===== config.mk =====
export PLATFORM = sky130hd
export DESIGN_NAME = nevpe_seq
export DESIGN_NICKNAME = d
export VERILOG_FILES = /design/src/rtl/core/ned_ecef_velocity_position_estimator_macros.svh /design/src/rtl/core/nevpe_pkg.sv /design/src/rtl/core/nevpe_seq.sv
export SDC_FILE = /design/constraint.sdc
export NUM_CORES = 1
export LEC_CHECK = 0
export BUFFER_PORTS_ARGS = -buffer_cell sky130_fd_sc_hd__buf_2
export CAP_MARGIN = 20
export CORE_UTILIZATION = 40
export CTS_CLUSTER_SIZE = 14
export DETAILED_ROUTE_END_ITERATION = 12
export GPL_TIMING_DRIVEN = 0
export PLACE_DENSITY = 0.71
export RECOVER_POWER = 50
export REMOVE_ABC_BUFFERS = 1
export SYNTH_ARGS = -nofsm -noshare
export SYNTH_HDL_FRONTEND = slang
export SYNTH_SLANG_ARGS = --single-unit

===== constraint.sdc =====
create_clock -name clk_i -period 3.59 [get_ports clk_i]
set_clock_uncertainty 0.2 [all_clocks]
set_input_delay 0.359 -clock clk_i [delete_from_list [all_inputs] [get_ports clk_i]]
set_output_delay 0.359 -clock clk_i [all_outputs]
set_load 0.02 [all_outputs]

===== src/rtl/core/ned_ecef_velocity_position_estimator_macros.svh =====
// ----------------------------------------------------------------------------
// NED/ECEF estimator assertion macros
// Shorthand for clocked assertions with the block's clock and reset.
// ----------------------------------------------------------------------------
`ifndef NED_ECEF_VELOCITY_POSITION_ESTIMATOR_MACROS_SVH
`define NED_ECEF_VELOCITY_POSITION_ESTIMATOR_MACROS_SVH

// Same-cycle implication.
`define NEVPE_ASSERT_IMP(lbl, ante, cons, msg) \
  lbl: assert property (@(posedge clk_i) disable iff (!rst_ni) (ante) |-> (cons)) else $error(msg);

// Next-cycle implication.
`define NEVPE_ASSERT_NXT(lbl, ante, cons, msg) \
  lbl: assert property (@(posedge clk_i) disable iff (!rst_ni) (ante) |=> (cons)) else $error(msg);

`endif


===== src/rtl/core/nevpe_pkg.sv =====
// ----------------------------------------------------------------------------
// NED/ECEF estimator package
// Widths, codes, payload structs and operand helpers shared by the block.
// ----------------------------------------------------------------------------
package nevpe_pkg;

  localparam int VEL_W       = 32;
  localparam int POS_W       = 48;
  localparam int AXES        = 3;
  localparam int AXIS_W      = 2;
  // Operand A of the shared unit holds positions plus a little headroom.
  localparam int OPA_W       = POS_W + 2;
  localparam int OPB_W       = 34;
  localparam int LO_CHUNK    = 33;
  localparam int PROD_W      = 2 * OPB_W;
  localparam int ACC_W       = POS_W + 40;
  localparam int T_W         = 36;
  localparam int SHIFT_TRAPZ = 25;
  localparam int SHIFT_TRIG  = 30;
  localparam int SUB_W       = 3;

  localparam logic [AXIS_W-1:0] LAST_AXIS = AXIS_W'(AXES - 1);
  localparam logic [SUB_W-1:0]  SUB_WB    = 3'd6;

  localparam logic [30:0] BLEND_ONE  = 31'h4000_0000;
  localparam logic [31:0] TRIG_ONE   = 32'h4000_0000;
  localparam logic [31:0] STEP_RESET = 32'd167772;

  typedef enum logic [2:0] {
    CFG_STEP_PERIOD = 3'd0,
    CFG_VEL_BLEND   = 3'd1,
    CFG_POS_BLEND   = 3'd2,
    CFG_COS_LAT     = 3'd3,
    CFG_SIN_LAT     = 3'd4,
    CFG_COS_LON     = 3'd5,
    CFG_SIN_LON     = 3'd6
  } nevpe_cfg_e;

  // One job is one accumulated sum of up to two products.
  typedef enum logic [2:0] {
    JOB_VT, // velocity trapezoid step
    JOB_VB, // velocity blend
    JOB_ET, // horizontal ECEF term
    JOB_EX,
    JOB_EY,
    JOB_EZ,
    JOB_PT, // position trapezoid step
    JOB_PB  // position blend
  } nevpe_job_e;

  typedef enum logic [1:0] {
    ST_IDLE,
    ST_RUN,
    ST_HOLD
  } nevpe_state_e;

  typedef struct packed {
    nevpe_job_e        job;
    logic [AXIS_W-1:0] axis;
    logic              preload;
    logic              issue;
    logic              hi;
    logic              term;
    logic              wb;
  } nevpe_ctrl_t;

  typedef struct packed {
    logic vel_ok;
    logic pos_ok;
  } nevpe_status_t;

  typedef struct packed {
    logic signed [VEL_W-1:0] accel_north;
    logic signed [VEL_W-1:0] accel_east;
    logic signed [VEL_W-1:0] accel_down;
    logic signed [VEL_W-1:0] vel_meas_north;
    logic signed [VEL_W-1:0] vel_meas_east;
    logic signed [VEL_W-1:0] vel_meas_down;
    logic signed [POS_W-1:0] pos_meas_x;
    logic signed [POS_W-1:0] pos_meas_y;
    logic signed [POS_W-1:0] pos_meas_z;
  } nevpe_in_t;

  typedef struct packed {
    logic signed [VEL_W-1:0] vel_est_north;
    logic signed [VEL_W-1:0] vel_est_east;
    logic signed [VEL_W-1:0] vel_est_down;
    logic signed [POS_W-1:0] pos_est_x;
    logic signed [POS_W-1:0] pos_est_y;
    logic signed [POS_W-1:0] pos_est_z;
  } nevpe_out_t;

  // Sign extension of a velocity into operand A.
  function automatic logic signed [OPA_W-1:0] ext_vel(input logic signed [VEL_W-1:0] v);
    return {{(OPA_W-VEL_W){v[VEL_W-1]}}, v};
  endfunction

  function automatic logic signed [OPA_W-1:0] ext_pos(input logic signed [POS_W-1:0] v);
    return {{(OPA_W-POS_W){v[POS_W-1]}}, v};
  endfunction

  function automatic logic signed [OPB_W-1:0] ext_trig(input logic signed [31:0] v);
    return {{(OPB_W-32){v[31]}}, v};
  endfunction

endpackage


===== src/rtl/core/nevpe_seq.sv =====
// ----------------------------------------------------------------------------
// Estimator sequencer
// Steps through the jobs of one transaction, one job after another.
// ----------------------------------------------------------------------------
module nevpe_seq import nevpe_pkg::*; (
  input  logic          clk_i,
  input  logic          rst_ni,
  input  logic          start_i,
  input  nevpe_status_t status_i,
  input  logic          out_free_i,
  output nevpe_ctrl_t   ctrl_o,
  output logic          ready_o,
  output logic          load_o
);

  nevpe_state_e      state_q, state_d;
  nevpe_job_e        job_q, job_d;
  logic [AXIS_W-1:0] axis_q, axis_d;
  logic [SUB_W-1:0]  sub_q, sub_d;
  logic              run;

  always_ff @(posedge clk_i or negedge rst_ni) begin
    if (!rst_ni) begin
      state_q <= ST_IDLE;
      job_q   <= JOB_VT;
      axis_q  <= '0;
      sub_q   <= '0;
    end else begin
      state_q <= state_d;
      job_q   <= job_d;
      axis_q  <= axis_d;
      sub_q   <= sub_d;
    end
  end

  // Per-cycle control: preload, four chunk issues, drain, writeback.
  assign run            = (state_q == ST_RUN);
  assign ctrl_o.job     = job_q;
  assign ctrl_o.axis    = axis_q;
  assign ctrl_o.preload = run && (sub_q == 3'd0);
  assign ctrl_o.issue   = run && (sub_q >= 3'd1) && (sub_q <= 3'd4);
  assign ctrl_o.hi      = (sub_q == 3'd2) || (sub_q == 3'd4);
  assign ctrl_o.term    = (sub_q >= 3'd3);
  assign ctrl_o.wb      = run && (sub_q == SUB_WB);
  assign ready_o        = (state_q == ST_IDLE);
  assign load_o         = (state_q == ST_HOLD) && out_free_i;

  always_comb begin
    state_d = state_q;
    job_d   = job_q;
    axis_d  = axis_q;
    sub_d   = sub_q;
    case (state_q)
      ST_IDLE: begin
        if (start_i) begin
          state_d = ST_RUN;
          job_d   = JOB_VT;
          axis_d  = '0;
          sub_d   = '0;
        end
      end
      ST_RUN: begin
        sub_d = sub_q + 3'd1;
        if (sub_q == SUB_WB) begin
          sub_d = '0;
          case (job_q)
            JOB_VT, JOB_VB: begin
              if (job_q == JOB_VT && status_i.vel_ok) begin
                job_d = JOB_VB;
              end else if (axis_q == LAST_AXIS) begin
                job_d  = JOB_ET;
                axis_d = '0;
              end else begin
                job_d  = JOB_VT;
                axis_d = axis_q + 2'd1;
              end
            end
            JOB_ET: job_d = JOB_EX;
            JOB_EX: job_d = JOB_EY;
            JOB_EY: job_d = JOB_EZ;
            JOB_EZ: begin
              job_d  = JOB_PT;
              axis_d = '0;
            end
            JOB_PT, JOB_PB: begin
              if (job_q == JOB_PT && status_i.pos_ok) begin
                job_d = JOB_PB;
              end else if (axis_q == LAST_AXIS) begin
                state_d = ST_HOLD;
              end else begin
                job_d  = JOB_PT;
                axis_d = axis_q + 2'd1;
              end
            end
            default: state_d = ST_IDLE;
          endcase
        end
      end
      ST_HOLD: begin
        if (out_free_i) begin
          state_d = ST_IDLE;
        end
      end
      default: state_d = ST_IDLE;
    endcase
  end

endmodule


==> results of run 1 <==
## worst reg2reg max path, stage by stage (launching register included)
cell and delay [ps]:
dfrtp_1 460, or2_1 280, a21o_1 200, a311o_1 340, mux2_1 320
## layout make-up
cell class | instances | area (µm²) | share of cell area, %
Tap cell | 24 | 30.0 | 3.65
Clock buffer | 3 | 22.5 | 2.74
Timing Repair Buffer | 18 | 90.1 | 10.9
Multi-Input combinational cell | 61 | 404 | 49.1
Sequential cell | 10 | 250 | 30.4
Inverter | 7 | 26.3 | 3.19
## metrics by stage
| step | instance area (µm²) | util [%] | hold WS (ps) |
|---|---|---|---|
| 2_1_floorplan | 681 | - | -137 |
| 3_3_place_gp | 796 | 49.9 | 27.7 |
| 3_5_place_dp | 796 | 49.9 | 28.9 |
| 4_1_cts | 828 | 52.0 | 78.2 |
| 5_1_grt | 823 | 51.6 | 86.1 |
| 6_report | 823 | 51.6 | 82.1 |
## cell families after synthesis
kind of cell,share of synthesized area (%)
compound gates,20.8
xor+xnor,2.45
fa+ha+maj,6.99
buf+inv,8.57
flops,35.0
mux,4.55
simple gates,21.7
## cell usage in the layout (no fill, tap or decap), types with 2 or more instances in the layout
cell type,n
a21oi_1,3
xnor2_1,2
nand2b_1,2
o21ai_0,5
nand2_1,8
nor2_1,8
clkbuf_1,4
inv_1,7
nor2b_1,2
ha_1,4
mux2_1,2
a21o_1,2
o31ai_1,3
nor3b_1,3
buf_2,13
dfrtp_1,10
clkbuf_4,3
## power breakdown
group | switching [mW] | internal [mW] | total (mW)
registers | 0.0850 | 0.157 | 0.242
clock network | 0.0371 | 0.0387 | 0.0758
logic | 0.213 | 0.166 | 0.378
total | 0.335 | 0.362 | 0.696
## how the worst max path moves through the flow
| stage | cells after the start | end | slack [ps] |
|---|---|---|---|
| after global placement | 4 | axis_q[0]$_DFFE_PN0P_ | 1700 |
| final | 4 | ctrl_o[1] | 1400 |
| after floorplan | 4 | axis_q[0]$_DFFE_PN0P_ | 1690 |
| after CTS | 4 | ctrl_o[1] | 1410 |
| after detailed placement | 4 | axis_q[1]$_DFFE_PN0P_ | 1690 |
| after global routing | 4 | ctrl_o[1] | 1350 |
## routing by layer
metal  share of wire, %  global-route usage, %
met1                 48                   22.0
met2                 46                   23.5
met3                4.5                   7.35
met4                1.3                   5.45
met5                  0                      0
## what timing repair did
item	CTS	global route
setup endpoints to repair	0	0
endpoints found under the hold margin	10	0
hold buffers	1	0
## registers in the layout (all words and copies together) (netlist names)
| name | flops |
|---|---|
| sub_q | 3 |
| axis_q | 2 |
| job_q | 3 |
| state_q | 2 |
==> flow_summary.ini, run 1 <==
[global_routing]
grt_overflow = 0
antenna_found_initial = 0
grt_pass1_vias = 526
grt_max_degree = 12
grt_usage_pct = 16.4
grt_pass1_wl_um = 2320

[clocking]
postCtsSetupBuffers = 0
numCtsBuffers = 3
clk_pin_slew_worst_paths_ps = 60
cts.htree.levels = 1
cts_tree = done
cts.sinks = 10
clock_tree.root_cell = clkbuf_4
clock_path_buffers = 2
clock_latency_ps = 270
ctsResizeCount = 0

[timing]
max_slew.worst_pin.slew_ps = 528
period_needed_ps = 2190
max-slew-margin-rel_pct = 64.8
setup_ws_ps = 1400
setup_viol = 0
rsz0062_at_grt = false
max_freq_ghz = 0.458
hold_viol = 0
post-route-period-util_pct = 60.9
setup_tns_ps = 0
slew_viol_final = 0

[setup_path]
path_class = register to primary output
rrSetupSlack_ps = 1680
crit_family = simple AND/OR/NAND/NOR gates
r2r_end = axis_q[1]$_DFFE_PN0P_
setup.worst_path.start = sub_q[0]$_DFFE_PN0P_
crit_arrival_ps = 1630
slowest_delay_ps = 470
rr_startpoint = job_q[2]$_DFFE_PN0P_
r2r_cells = 4
end_kind = primary output
cp-start-kind = register
crit_required_ps = 3030
crit_fanout = 10
path_cells = and2_0 -> ha_1 -> or3_1 -> buf_2
critPathBufInv = 1
cpMaxStageDelayCell = dfrtp_1

[floorplan]
start_util_pct = 44.9
dieArea_um2 = 1960
die-width_um = 44.3
die_h_um = 44.3
io-pin-count = 18
fp-row-count = 14
core_area_um2 = 1590

[synthesis]
async_reset_ff_share_pct = 100
synth-edff-count = 0
synth-seq-area-share_pct = 35.0
ys_ff_latch = 10
netlist.top_cell.by_area = dfrtp_1
synthTopCellsByArea = dfrtp_1 35%, ha_1 7.0%, nand2_1 4.2%, nor2_1 4.2%, inv_1 3.7%
netlist_area_um2 = 716
syn_area_per_cell_um2 = 8.52
ys_warn_count = 0
yosys-top-cells-count = 10 x dfrtp_1, 8 x nand2_1, 8 x nor2_1, 7 x inv_1, 5 x o21ai_0
yosysMostFrequentCell = dfrtp_1
synth-main-ff-cell = dfrtp_1
syn_inst = 84
synth_cell_type_count = 34
yosysTopAreaCellShare_pct = 35.0

[routing]
drtIter0Drc = 13
antenna_left = 0
viasPerCell = 5.24
routedWlPerCell_um = 11.0
num_vias = 645
routed_wl_um = 1350
drc = 0
dr.pass1.iters = 4

[cells_and_area]
layout.cells.non_filler = 123
nNetsFinal = 111
layout-drive-gt1-share_pct = 17.2
area_growth_pct = 15.0
num-fill-cells = 164
diodes = 0

[hold_path]
min_path_cells = 2
min_from = out_free_i
min_path_type = input pin to register
worstHoldEndpoint = state_q[1]$_DFFE_PN0P_

[place]
dp_slack_ps = 1690
gp_congestion = 0.834
dp_cells = 119
numPortBuffers = 17
dp_hpwl_um = 1040

[run]
cap_violations = 0

[power]
vdd_drop_max_v = 0.000380
power.density_nw_per_um2 = 846
leakagePower_nw = 0.370
totalPowerFinal_uw = 696

[outcome]
run_status = complete, no violations
No activity file was read; power rests on OpenSTA's default activity.
==> run 2, diff against run 1 <==
ABC_AREA = 1   (was default)
PLACE_DENSITY = 0.7   (was 0.71)
clock period = 2.1 ns   (was 3.59 ns; I/O delays follow)
==> flow_summary.ini, run 2 <==
[synthesis]
synth-seq-area-share_pct = 30.9
synthMuxAreaShare_pct = 0
synthTopCellsByArea = dfrtp_1 31%, nand2_1 18%, nor2_1 11%, inv_1 8.3%, nand3_1 7.4%
ys_ff_latch = 10
synth-edff-count = 0
synth-main-ff-cell = dfrtp_1
yosysTopAreaCellShare_pct = 30.9
netlist.top_cell.by_area = dfrtp_1
synth-compound-area-share_pct = 7.25
synth_cell_type_count = 20
syn_inst = 132
synth_xor_area_share_pct = 1.08
async_reset_ff_share_pct = 100
syn_area_per_cell_um2 = 6.14
yosysMostFrequentCell = nand2_1
synthAdderAreaFrac_pct = 6.17
yosys-top-cells-count = 39 x nand2_1, 24 x nor2_1, 18 x inv_1, 12 x nand3_1, 10 x dfrtp_1
post_synth_and_or_nand_nor_area_fraction_pct = 42.4
synth_top_family_by_area = simple AND/OR/NAND/NOR gates
ys_warn_count = 0
netlist_area_um2 = 811

[clocking]
clk_pin_slew_worst_paths_ps = 70
cts_tree = done
cts.sinks = 10
cts.htree.levels = 1
clock_latency_ps = 270
postCtsSetupBuffers = 0
numCtsBuffers = 3
clock_tree.root_cell = clkbuf_4
clock_path_buffers = 2

[timing]
setup_tns_ps = 0
hold_viol = 0
period_needed_ps = 1790
slew_viol_final = 0
max_slew.worst_pin.slew_ps = 550
setup_viol = 0
max-slew-margin-rel_pct = 63.3
rsz0062_at_grt = false
max_freq_ghz = 0.559
post-route-period-util_pct = 85.2

[power]
p_sw_uw = 730
vdd_drop_max_v = 0.000932
p_int_uw = 673
power.density_nw_per_um2 = 1460
seqPwrFrac_pct = 26.6
pwr-share-clk_pct = 12.4
leakagePower_nw = 0.553
p_sw_share_pct = 52.0
combPwrFrac_pct = 61.1

[routing]
routed_wl_um = 1720
viasPerCell = 4.68
drc = 0
num_vias = 833
dr.pass1.iters = 6
antenna_left = 0
routedWlPerCell_um = 9.63
drtIter0Drc = 15

[cells_and_area]
nNetsFinal = 164
area_growth_pct = 18.4
layout.cells.non_filler = 178
reg.largest.list = job_q x3, sub_q x3
diodes = 0
layout_common_cells = 39 x nand2_1, 24 x nor2_1, 18 x inv_1, 12 x nand3_1, 11 x buf_2
num-fill-cells = 195
fin_util_pct = 52.7
final_common_cell = nand2_1
final_area_um2 = 960
layout-drive-gt1-share_pct = 15.0

[setup_path]
path_class = register to primary output
setup.worst_path.start = state_q[0]$_DFFE_PN0P_
crit_required_ps = 1690
crit_family = simple AND/OR/NAND/NOR gates
rrSetupSlack_ps = 510
crit_fanout = 15
rr_startpoint = state_q[0]$_DFFE_PN0P_
cp-start-kind = register
crit_arrival_ps = 1380
critPathBufInv = 2
slowest_delay_ps = 420
end_kind = primary output
cpMaxStageDelayCell = dfrtp_1
path_cells = inv_2 -> nor2_4 -> nand2_1 -> nor2_1 -> buf_2

[global_routing]
grt_usage_pct = 17.6
grt_pass1_wl_um = 2730
grt_max_degree = 16
grt_pass1_vias = 702
antenna_found_initial = 0
grt_overflow = 0

[floorplan]
die_h_um = 47.0
core_area_um2 = 1820
die-width_um = 47.0
io-pin-count = 18
dieArea_um2 = 2210
fp-row-count = 15
start_util_pct = 44.5

[outcome]
run_status = complete, no violations

[hold_path]
min_path_type = input pin to register
min_from = out_free_i

[place]
gp_congestion = 0.787
numPortBuffers = 17
dp_cells = 172
dp_hpwl_um = 1370
place_area_um2 = 911

[run]
cap_violations = 0
## run 2: cell types whose count changed in the layout (fill, tap and decap cells not counted), sizes merged, moves of 3 or more
cell    previous run  this run
nor3b              3         0
o31ai              3         0
nand2              8        41
nor2               8        26
nand3              1        12
clkbuf             7        10
inv                7        22
## run 2: stage by stage
stage | worst slack, ps | power [mW] | hold slack (ps)
floorplan | 557 | 1.02 | -286
detailed placement | 545 | 1.24 | -117
finish | 311 | 1.40 | 65.2
global route | 209 | 1.56 | 74.9
CTS | 291 | 1.43 | 62.4
global placement | 567 | 1.23 | -119
## run 2: per-layer routing
layer	wire, µm	global-route usage (%)
met5	0	0
met4	0	3.43
met3	73	5.77
met2	816	31.1
met1	825	20.9
## run 2: final timing paths
| kind | to | depth (start not counted) |
|---|---|---|
| setup / recovery | ctrl_o[3] | 5 |
| hold / removal | state_q[1]$_DFFE_PN0P_ | 4 |
| setup reg to reg | axis_q[0]$_DFFE_PN0P_ | 8 |
| hold reg to reg | axis_q[0]$_DFFE_PN0P_ | 2 |
| max in group asynchronous | job_q[2]$_DFFE_PN0P_ | 2 |
| min in group asynchronous | axis_q[1]$_DFFE_PN0P_ | 2 |
## run 2: layout make-up
class | instances | area (µm²) | area share (%)
flip-flops and latches | 10 | 250 | 26.1
repair buffers | 19 | 97.6 | 10.2
clock buffers | 4 | 36.3 | 3.78
well taps | 25 | 31.3 | 3.26
inverters | 22 | 82.6 | 8.60
multi-input cells | 98 | 462 | 48.1
## run 2: cells by family (layout without fill, tap and decap cells)
kind of cell / Yosys count / in the layout
xor+xnor: 1 / 1
fa+ha+maj: 4 / 4
simple gates: 82 / 82
buf+inv: 24 / 45
flops: 10 / 10
compound gates: 11 / 11
## run 2: repair_timing
action,CTS,global route
hold endpoints to repair,11,0
hold buffers,2,0
gates resized for setup,0,0
## run 2: worst reg2reg max path, cell delays in order (launching register included)
cell,delay [ps]
dfrtp_1,420
inv_2,70
nor2_4,280
nand2_2,150
nand2_2,120
inv_2,50
nand3_1,100
nand2_1,60
nand2_1,60
## run 2: power groups by stage
stage,Sequential [mW],Clock [mW],Combinational [mW]
floorplan,0.410,0,0.609
global placement,0.373,0,0.855
detailed placement,0.376,0,0.866
CTS,0.370,0.181,0.877
global route,0.386,0.187,0.982
finish,0.373,0.174,0.857
